### src/hdl/pts_pkg.sv
// ----------------------------------------------------------------------------
// Pixel template search: shared definitions
// Widths, template constants and the template lookup used by the match cells.
// ----------------------------------------------------------------------------
package pts_pkg;

   localparam int TEMPLATE_LEN      = 8;
   localparam int NUM_TEMPLATES     = 4;
   localparam int DEFINED_TEMPLATES = 4;
   localparam int DEFINED_PIXELS    = 8;
   localparam int BASE_TEMPLATES    = 2;
   localparam int PIXEL_W           = 24;
   localparam int POS_W             = $clog2(TEMPLATE_LEN);
   localparam int FILL_W            = POS_W;
   localparam int FILL_MAX          = TEMPLATE_LEN - 1;

   typedef logic [PIXEL_W-1:0]       pixel_type;
   typedef logic [NUM_TEMPLATES-1:0] tmask_type;
   typedef logic [POS_W-1:0]         pos_type;
   typedef logic [FILL_W-1:0]        fill_type;

   // Templates, first pixel of the pattern first.
   localparam pixel_type TEMPLATE_ROM [DEFINED_TEMPLATES][DEFINED_PIXELS] = '{
      '{24'h001D26, 24'h001E27, 24'h30828D, 24'h003843,
        24'h298793, 24'h004E5C, 24'h218594, 24'h005C6A},
      '{24'h015682, 24'h013856, 24'h031D2B, 24'h03131C,
        24'h000D15, 24'h001724, 24'h002B43, 24'h014C73},
      '{24'h01283D, 24'h012D45, 24'h014265, 24'h015B89,
        24'h016495, 24'h015986, 24'h013F60, 24'h012C44},
      '{24'h031E2E, 24'h062131, 24'h01486C, 24'h016090,
        24'h02314B, 24'h082333, 24'h082333, 24'h07283A}
   };

   // Pattern positions past the defined pixels compare against black.
   function automatic pixel_type template_pixel(input int t, input pos_type p);
      pixel_type result;
      result = '0;
      if (t < DEFINED_TEMPLATES && int'(p) < DEFINED_PIXELS) begin
         result = TEMPLATE_ROM[t][p];
      end
      return result;
   endfunction

endpackage

### src/hdl/pts_req_if.sv
// ----------------------------------------------------------------------------
// Pixel template search: pixel channel
// Valid/ready channel carrying one pixel word and its end-of-frame mark.
// ----------------------------------------------------------------------------
interface pts_req_if;
   logic                        valid;
   logic                        ready;
   logic [pts_pkg::PIXEL_W-1:0] pixel_rgb;
   logic                        frame_end;

   modport source (output valid, output pixel_rgb, output frame_end, input ready);
   modport sink   (input valid, input pixel_rgb, input frame_end, output ready);
endinterface

### src/hdl/pts_rsp_if.sv
// ----------------------------------------------------------------------------
// Pixel template search: result channel
// Valid/ready channel carrying the per-frame found flag.
// ----------------------------------------------------------------------------
interface pts_rsp_if;
   logic valid;
   logic ready;
   logic template_found;

   modport source (output valid, output template_found, input ready);
   modport sink   (input valid, input template_found, output ready);
endinterface

### src/hdl/pixel_template_search_core.sv
// ----------------------------------------------------------------------------
// Pixel template search core
// Slides an eight-pixel window over a pixel stream and reports per frame
// whether any enabled template matched.
// ----------------------------------------------------------------------------
//  Channel  Dir  Payload                    Word moved when
//  req      in   pixel_rgb, frame_end       req.valid && req.ready
//  rsp      out  template_found             rsp.valid && rsp.ready
//  csr      in   csr_write_data (1 bit)     csr_write_enable
//
//  One pixel word is accepted per cycle while req.ready is high. A word
//  enters the window chain on acceptance and is compared in the following
//  cycle against all templates. The result of a frame-end word passes the
//  compare stage and then the result register, from which rsp presents it.
//  A frame-end word waits in the compare stage while the result register is
//  still held by rsp; req.ready drops only then. Reset clears control state.
// ----------------------------------------------------------------------------
module pixel_template_search_core (
   input  logic       clock,
   input  logic       reset,
   pts_req_if.sink    req,
   pts_rsp_if.source  rsp,
   input  logic       csr_write_enable,
   input  logic       csr_write_data
);
   import pts_pkg::*;

   logic      enable_ff, enable_in;
   fill_type  fill_count_ff, fill_count_in;
   logic      s1_valid_ff, s1_valid_in;
   logic      s1_last_ff, s1_last_in;
   logic      s1_full_ff, s1_full_in;
   logic      match_seen_ff, match_seen_in;
   logic      rsp_valid_ff, rsp_valid_in;
   logic      rsp_found_ff, rsp_found_in;

   logic      accept;
   logic      out_free;
   logic      s1_advance;
   logic      hit;
   tmask_type active;

   pixel_type window [TEMPLATE_LEN];
   tmask_type chain  [TEMPLATE_LEN+1];

   // Window chain: cell 0 holds the newest pixel.
   assign chain[0] = '1;

   for (genvar k = 0; k < TEMPLATE_LEN; k++) begin : g_cell
      pts_cell u_cell (
         .clock      (clock),
         .shift      (accept),
         .prev_pixel ((k == 0) ? req.pixel_rgb : window[(k == 0) ? 0 : k-1]),
         .tpl_pos    (POS_W'(TEMPLATE_LEN - 1 - k)),
         .match_prev (chain[k]),
         .pixel      (window[k]),
         .match_next (chain[k+1])
      );
   end

   for (genvar t = 0; t < NUM_TEMPLATES; t++) begin : g_act
      assign active[t] = (t < DEFINED_TEMPLATES) && ((t < BASE_TEMPLATES) || enable_ff);
   end

   assign out_free   = !rsp_valid_ff || rsp.ready;
   assign s1_advance = s1_valid_ff && (!s1_last_ff || out_free);
   assign req.ready  = !s1_valid_ff || s1_advance;
   assign accept     = req.valid && req.ready;
   assign hit        = s1_full_ff && |(chain[TEMPLATE_LEN] & active);

   always_comb begin
      enable_in     = csr_write_enable ? csr_write_data : enable_ff;

      fill_count_in = fill_count_ff;
      s1_valid_in   = s1_valid_ff && !s1_advance;
      s1_last_in    = s1_last_ff;
      s1_full_in    = s1_full_ff;
      if (accept) begin
         s1_valid_in = 1'b1;
         s1_last_in  = req.frame_end;
         s1_full_in  = (fill_count_ff == FILL_W'(FILL_MAX));
         if (req.frame_end) begin
            fill_count_in = '0;
         end else if (fill_count_ff != FILL_W'(FILL_MAX)) begin
            fill_count_in = fill_count_ff + 1'b1;
         end
      end

      match_seen_in = match_seen_ff;
      rsp_valid_in  = rsp_valid_ff && !rsp.ready;
      rsp_found_in  = rsp_found_ff;
      if (s1_advance) begin
         if (s1_last_ff) begin
            rsp_valid_in  = 1'b1;
            rsp_found_in  = match_seen_ff || hit;
            match_seen_in = 1'b0;
         end else begin
            match_seen_in = match_seen_ff || hit;
         end
      end
   end

   always_ff @(posedge clock) begin
      if (reset) begin
         enable_ff     <= 1'b0;
         fill_count_ff <= '0;
         s1_valid_ff   <= 1'b0;
         match_seen_ff <= 1'b0;
         rsp_valid_ff  <= 1'b0;
      end else begin
         enable_ff     <= enable_in;
         fill_count_ff <= fill_count_in;
         s1_valid_ff   <= s1_valid_in;
         match_seen_ff <= match_seen_in;
         rsp_valid_ff  <= rsp_valid_in;
      end
   end

   always_ff @(posedge clock) begin
      s1_last_ff   <= s1_last_in;
      s1_full_ff   <= s1_full_in;
      rsp_found_ff <= rsp_found_in;
   end

   assign rsp.valid          = rsp_valid_ff;
   assign rsp.template_found = rsp_found_ff;

   // A new result word appears only after a frame-end word left the compare stage.
   a_rsp_from_last: assert property (@(posedge clock) disable iff (reset)
      (rsp_valid_ff && !$past(rsp_valid_ff)) |-> $past(s1_valid_ff && s1_last_ff))
      else $error("result word without a frame-end word");

   a_fill_restart: assert property (@(posedge clock) disable iff (reset)
      (accept && req.frame_end) |=> (fill_count_ff == '0))
      else $error("fill count not cleared at frame end");

   a_fill_bound: assert property (@(posedge clock) disable iff (reset)
      fill_count_ff <= FILL_W'(FILL_MAX))
      else $error("fill count past window length");

   // The sticky flag is clear right after a frame-end word is reported.
   a_match_clear: assert property (@(posedge clock) disable iff (reset)
      (s1_advance && s1_last_ff) |=> !match_seen_ff)
      else $error("match flag survived frame end");

endmodule

### src/hdl/pts_cell.sv
// ----------------------------------------------------------------------------
// Pixel template search: window cell
// Holds one window pixel, passes it on when the window shifts, and narrows
// the per-template match vector coming down the chain.
// ----------------------------------------------------------------------------
module pts_cell (
   input  logic                clock,
   input  logic                shift,
   input  pts_pkg::pixel_type  prev_pixel,
   input  pts_pkg::pos_type    tpl_pos,
   input  pts_pkg::tmask_type  match_prev,
   output pts_pkg::pixel_type  pixel,
   output pts_pkg::tmask_type  match_next
);
   import pts_pkg::*;

   pixel_type pixel_ff;
   pixel_type pixel_in;
   tmask_type local_eq;

   assign pixel_in = shift ? prev_pixel : pixel_ff;

   always_ff @(posedge clock) begin
      pixel_ff <= pixel_in;
   end

   for (genvar t = 0; t < NUM_TEMPLATES; t++) begin : g_cmp
      assign local_eq[t] = (pixel_ff == template_pixel(t, tpl_pos));
   end

   assign pixel      = pixel_ff;
   assign match_next = match_prev & local_eq;

endmodule

### src/flat_wrapper.sv
// flat-port wrapper written by rule: the top's interface ports become plain ports
module pixel_template_search_core_flat import pts_pkg::*;
  (clock, reset, csr_write_enable, csr_write_data, req_valid, req_pixel_rgb, req_frame_end, req_ready, rsp_valid, rsp_template_found, rsp_ready);
  pts_req_if req_i ();
  pts_rsp_if rsp_i ();
  input  logic clock;
  input  logic reset;
  input  logic csr_write_enable;
  input  logic csr_write_data;
  input wire logic [$bits(req_i.valid)-1:0] req_valid;
  input wire logic [$bits(req_i.pixel_rgb)-1:0] req_pixel_rgb;
  input wire logic [$bits(req_i.frame_end)-1:0] req_frame_end;
  output wire logic [$bits(req_i.ready)-1:0] req_ready;
  output wire logic [$bits(rsp_i.valid)-1:0] rsp_valid;
  output wire logic [$bits(rsp_i.template_found)-1:0] rsp_template_found;
  input wire logic [$bits(rsp_i.ready)-1:0] rsp_ready;
  assign req_i.valid = req_valid;
  assign req_i.pixel_rgb = req_pixel_rgb;
  assign req_i.frame_end = req_frame_end;
  assign req_ready = req_i.ready;
  assign rsp_valid = rsp_i.valid;
  assign rsp_template_found = rsp_i.template_found;
  assign rsp_i.ready = rsp_ready;
  pixel_template_search_core u_core (.clock(clock), .reset(reset), .req(req_i), .rsp(rsp_i), .csr_write_enable(csr_write_enable), .csr_write_data(csr_write_data));
endmodule
### config.mk
export PLATFORM = sky130hd
export DESIGN_NAME = pixel_template_search_core_flat
export DESIGN_NICKNAME = d
export VERILOG_FILES = /design/src/hdl/pts_pkg.sv /design/src/hdl/pts_req_if.sv /design/src/hdl/pts_rsp_if.sv /design/src/hdl/pixel_template_search_core.sv /design/src/hdl/pts_cell.sv /design/src/flat_wrapper.sv
export SDC_FILE = /design/constraint.sdc
export NUM_CORES = 1
export LEC_CHECK = 0
export BUFFER_PORTS_ARGS = -buffer_cell sky130_fd_sc_hd__buf_4
export CORE_UTILIZATION = 40
export CTS_BUF_LIST = sky130_fd_sc_hd__clkbuf_8 sky130_fd_sc_hd__clkbuf_16
export CTS_CLUSTER_DIAMETER = 40
export DETAILED_ROUTE_END_ITERATION = 12
export PLACE_DENSITY_LB_ADDON = 0.12
export SKIP_CTS_REPAIR_TIMING = 1
export SLEW_MARGIN = 20
export SYNTH_ARGS = -nofsm -noshare
export SYNTH_HDL_FRONTEND = slang
export SYNTH_SLANG_ARGS = --single-unit
export TNS_END_PERCENT = 5
### constraint.sdc
create_clock -name clock -period 26 [get_ports clock]
set_clock_uncertainty 0.15 [all_clocks]
set_input_delay 3.9 -clock clock [delete_from_list [all_inputs] [get_ports clock]]
set_output_delay 3.9 -clock clock [all_outputs]
set_load 0.005 [all_outputs]
==> qor.yml, run 1 <==
outcome:
  outcome: "completed"
sta:
  fmax_mhz: 115
  relSlewSlack_pct: 27.1
  period_share_pct: 33.4
  setup_ws_ns: 17.31
  hold_viol: 0
  setup_violations: 0
  worst_pin_slew_ns: 1.09
  tns_ns: 0
  rsz0062_at_grt: "false"
  fin_crit_ns: 8.69
  final-max-slew-violation-count: 0
global_routing:
  grt_start_max_net_pins: 93
  grt_pass1_vias: 3658
  gr-total-overflow: 0
  grt_pass1_wl_um: 22300
  antenna_found_initial: 0
  grt.total_usage_pct: 16.9
yosys:
  yosys_register_bits: 202
  syn-instance-count: 366
  synthFlopType: "edfxtp_1"
  syn-num-nets: 399
  synth.distinct_cells: 36
  synth_edf_count: 195
  syn_avg_cell_area_um2: 19.5
  syn-cell-area_um2: 7120
  yosysWarnings: 0
  ys_seq_area_share_pct: 84.2
  async_reset_ff_share_pct: 0
route:
  drt_pass1_iterations: 5
  vias_per_cell: 5.49
  drc_errors: 0
  ant_nets: 0
  wl_per_cell_um: 21.9
  drt_iter0_drc: 327
  routed_wl_um: 14900
  num_vias: 3732
clocking:
  clock_tree.root_cell: "clkbuf_16"
  clockBufferDepth: 3
  clock_sinks: 202
  h-tree-depth: 1
  cts.clk_slew.worst_paths_ns: 0.06
  cts_tree: "built"
  clock_latency_ns: 0.53
  numCtsBuffers: 30
layout:
  fin_nets: 466
  layout_common_cells: "195 x edfxtp_1, 34 x buf_4, 30 x clkbuf_16"
  seq_area_um2: 6000
  fin_area_um2: 8720
  instances_no_fill: 680
  num_antenna_cells: 0
  final_common_cell: "edfxtp_1"
  drive_gt1_share_pct: 20.4
  multiInputGateArea_um2: 1130
  nFillCells: 1402
  syn_to_final_growth_pct: 22.4
placement:
  dp_hpwl_um: 10300
  dp.cells: 626
  place_ws_ns: 17.33
  post_dp_cell_area_um2: 7680
  port_buffers: 33
  gp_congestion: 0.923
power_and_ir_drop:
  power_frac_seq_pct: 48.3
  switching_share_pct: 20.6
  pwr-share-clk_pct: 49.8
  power.density_nw_per_um2: 93.5
  irDropWorstVdd_mv: 0.0554
  cell_internal_pwr_uw: 647
  combPwrFrac_pct: 1.9
  p_switching_uw: 168
  leakage_uw: 0.00284
worst_setup_path:
  crit_top_cell: "buf_4"
  crit_required_ns: 21.95
  critPathSlowestCell: "nor2b_1"
  r2r_slack_ns: 23.42
  critical_path_arrival_ns: 4.64
  crit_path_max_incr_delay_ns: 0.30
  r2r.worst_path.cells: 3
  path_max_fanout: 3
  crit_chain: "buf_4 -> nor2b_1 -> nand3_1 -> buf_4"
  rr_startpoint: "u_core.rsp.valid"
  crit_type: "primary input to primary output"
  crit_path_end_kind: "primary output"
  cp-start-kind: "primary input"
  reg2reg_to: "u_core.g_cell[7].u_cell.pixel[14]"
floorplanning:
  die_y_um: 135
  dieArea_um2: 18300
  core.rowCount: 48
  core_area_um2: 17400
  initial_utilization_pct: 41.0
  ios: 34
  die_x_um: 135
hold_path:
  hold_class: "register to register"
  min_from: "u_core.g_cell[4].u_cell.pixel[10]"
  min_path_cells: 0
  worstHoldEndpoint: "u_core.g_cell[5].u_cell.pixel[10]"
job:
  max-cap-violations: 0
-- registers in the layout (all words and copies together) (netlist names) --
signal                      flops
u_core.enable_ff                1
u_core.fill_count_ff            3
u_core.g_cell.u_cell.pixel    192
u_core.match_seen_ff            1
u_core.rsp.template_found       1
u_core.rsp.valid                1
u_core.s1_full_ff               1
u_core.s1_last_ff               1
u_core.s1_valid_ff              1
-- Yosys cell counts (2+ instances only) --
library cell | instances | share of area (%)
edfxtp_1 | 195 | 82
nor4_1 | 24 | 2.1
nand4_1 | 19 | 1.7
nor4b_1 | 16 | 2.0
nor2_1 | 14 | 0.74
nand4b_1 | 12 | 1.5
nor4bb_1 | 12 | 1.7
nand2_1 | 11 | 0.58
nand3_1 | 8 | 0.56
dfxtp_1 | 7 | 2.0
a21oi_1 | 4 | 0.28
and4b_1 | 4 | 0.56
nor2b_1 | 4 | 0.35
nor3_1 | 4 | 0.28
inv_1 | 3 | 0.16
nor3b_1 | 3 | 0.32
a22oi_1 | 2 | 0.21
and2_1 | 2 | 0.18
ha_1 | 2 | 0.35
mux2i_1 | 2 | 0.28
or3_1 | 2 | 0.18
or4_1 | 2 | 0.21
-- power by group through the flow --
stage	Sequential (µW)	Clock [µW]	Combinational, µW
after floorplan	398	0	9.15
after global placement	400	0	15.5
after detailed placement	400	0	15.9
after CTS	394	412	15.9
after global routing	396	425	17.3
final	394	406	15.6
-- final cells by class --
type                       instances  share of cell area [%]
clock buffer                      30                    8.61
clock inverter                    24                    3.26
sequential                       202                    68.8
timing repair buffer              35                    3.06
multi-input combinational        161                    13.0
tap                              225                    3.23
inverter                           3                   0.129
-- layer usage --
metal,GRT usage (%),share of wire (%),vias up
met5,0,0,-
met4,5.18,2.3,0
met3,3.14,5.4,27
met2,25.9,46,123
met1,24.6,46,1890
li1,-,-,1692
-- worst max-delay path by stage --
| stage | startpoint | end | slack, ns | depth (start not counted) |
|---|---|---|---|---|
| final | rsp_ready | req_ready | 17.31 | 4 |
| after global routing | rsp_ready | req_ready | 17.24 | 4 |
| after CTS | rsp_ready | req_ready | 17.31 | 4 |
| after detailed placement | rsp_ready | req_ready | 17.33 | 4 |
| after global placement | rsp_ready | req_ready | 17.39 | 4 |
| after floorplan | rsp_ready | u_core.fill_count_ff[1] | 9.69 | 5 |
-- logic make-up after synthesis --
| logic type | synth area share, % |
|---|---|
| mux | 0.281 |
| buf+inv | 0.158 |
| flops | 84.2 |
| fa+ha+maj | 0.351 |
| simple gates | 14.1 |
| compound gates | 0.966 |
-- critical path, delay by kind of cell --
| kind | cells | cell delay (ns) |
|---|---|---|
| and+or+nand+nor | 2 | 0.46 |
| buffers and inverters | 2 | 0.27 |
-- stage by stage --
step / power, µW / util [%] / hold WS [ns]
6_report: 815 / 50.2 / 0.292
5_1_grt: 838 / 50.2 / 0.303
4_1_cts: 822 / 50.2 / 0.293
3_5_place_dp: 416 / 44.3 / 0.279
3_3_place_gp: 415 / 44.3 / 0.278
2_1_floorplan: 407 / - / 0.266
Power figures use the tool's default switching activity.
==> run 2, diff against run 1 <==
==> constraint.sdc (replaced) <==
create_clock -name clock -period 7.7 [get_ports clock]
set_clock_uncertainty 0.15 [all_clocks]
set_input_delay 1.155 -clock clock [delete_from_list [all_inputs] [get_ports clock]]
set_output_delay 1.155 -clock clock [all_outputs]
set_load 0.005 [all_outputs]
==> qor.yml, run 2 (synthesis gave the netlist of run 1 again) <==
global_routing:
  grt.total_usage_pct: 17.0
  grt_start_max_net_pins: 197
  antenna_found_initial: 0
  gr-total-overflow: 0
  grt_pass1_wl_um: 22500
  grt_pass1_vias: 3681
power_and_ir_drop:
  totalPowerFinal_uw: 2680
  power.density_nw_per_um2: 309
  leakage_uw: 0.00284
  irDropWorstVdd_mv: 0.195
sta:
  fmax_mhz: 319
  fin_crit_ns: 3.14
  tns_ns: 0
  setup_violations: 0
  final-max-slew-violation-count: 0
  relSlewSlack_pct: 25.6
  worst_pin_slew_ns: 1.12
  rsz0062_at_grt: "false"
  hold_viol: 0
  period_share_pct: 40.8
  hold-worst-slack_ns: 0.289
clocking:
  cts_tree: "built"
  clock_latency_ns: 0.53
  numCtsBuffers: 30
  clockBufferDepth: 3
  cts.clk_slew.worst_paths_ns: 0.06
  clock_tree.root_cell: "clkbuf_16"
  clock_sinks: 202
  h-tree-depth: 1
worst_setup_path:
  crit_required_ns: 6.39
  rr_startpoint: "u_core.s1_last_ff"
  crit_type: "primary input to primary output"
  path_max_fanout: 3
  crit_path_end_kind: "primary output"
  critical_path_arrival_ns: 1.83
  startpoint: "rsp_ready"
  cp-start-kind: "primary input"
route:
  num_vias: 3709
  routed_wl_um: 15000
  wl_per_cell_um: 22.0
  wl_met2_um: 6940
  drt_iter0_drc: 452
  drt_pass1_iterations: 4
  routedLengthMet1_um: 6730
  vias_per_cell: 5.45
  topRoutingLayerUsed: "met4"
  drc_errors: 0
  ant_nets: 0
  met3_length_um: 1000
layout:
  syn_to_final_growth_pct: 21.7
  instances_no_fill: 680
  fin_nets: 465
  fin_area_um2: 8670
  final_common_cell: "edfxtp_1"
  largest_reg_flops: 192
  drive_gt1_share_pct: 20.7
  layout_common_cells: "195 x edfxtp_1, 33 x buf_4, 31 x clkbuf_16"
  seq_area_um2: 6000
  num_antenna_cells: 0
  nFillCells: 1425
  multiInputGateArea_um2: 1130
hold_path:
  min_from: "u_core.g_cell[4].u_cell.pixel[10]"
  hold_class: "register to register"
placement:
  post_dp_cell_area_um2: 7690
  dp_hpwl_um: 10100
  gp_congestion: 0.982
  dp.cells: 625
  port_buffers: 33
job:
  max-cap-violations: 0
floorplanning:
  ios: 34
  core.rowCount: 48
  initial_utilization_pct: 41.0
  die_y_um: 135
  dieArea_um2: 18300
  core_area_um2: 17400
  die_x_um: 135
outcome:
  outcome: "completed"
run 2: critical path: stages:
cell     delay (ns)
buf_4          0.11
nor2b_1        0.26
nand3_1        0.15
buf_4          0.15
run 2: through the flow:
| stage | util [%] | setup WS [ns] |
|---|---|---|
| 6_report | 49.9 | 4.56 |
| 5_1_grt | 49.9 | 4.49 |
| 4_1_cts | 49.9 | 4.57 |
| 3_5_place_dp | 44.3 | 4.34 |
| 3_3_place_gp | 44.3 | 4.55 |
| 2_1_floorplan | - | 1.80 |
run 2: path summary, 6_finish.rpt:
| path | endpoint | slack (ns) | cells past startpoint |
|---|---|---|---|
| max | req_ready | 4.56 | 4 |
| min | u_core.g_cell[5].u_cell.pixel[10] | 0.29 | 0 |
| max reg2reg | u_core.fill_count_ff[1] | 5.06 | 5 |
| min reg2reg | u_core.g_cell[5].u_cell.pixel[10] | 0.29 | 0 |
run 2: cell type report:
type,count,area share (%)
well taps,225,3.25
flip-flops and latches,202,69.2
clock buffers,31,8.95
clock inverters,24,2.37
multi-input cells,161,13.0
inverters,3,0.130
repair buffers,34,3.09
run 2: routing by layer:
| metal | vias up | track usage [%] |
|---|---|---|
| met4 | 0 | 5.37 |
| li1 | 1687 | - |
| met5 | - | 0 |
| met3 | 23 | 4.04 |
| met2 | 128 | 26.1 |
| met1 | 1871 | 24.1 |
run 2: where the power goes:
group	total, µW	switching (µW)	internal (µW)	leakage (µW)
Clock	1300	514	784	0.000483
Combinational	53.7	30.4	23.3	0.000391
Sequential	1330	49.4	1280	0.00196
Total	2680	594	2090	0.00284
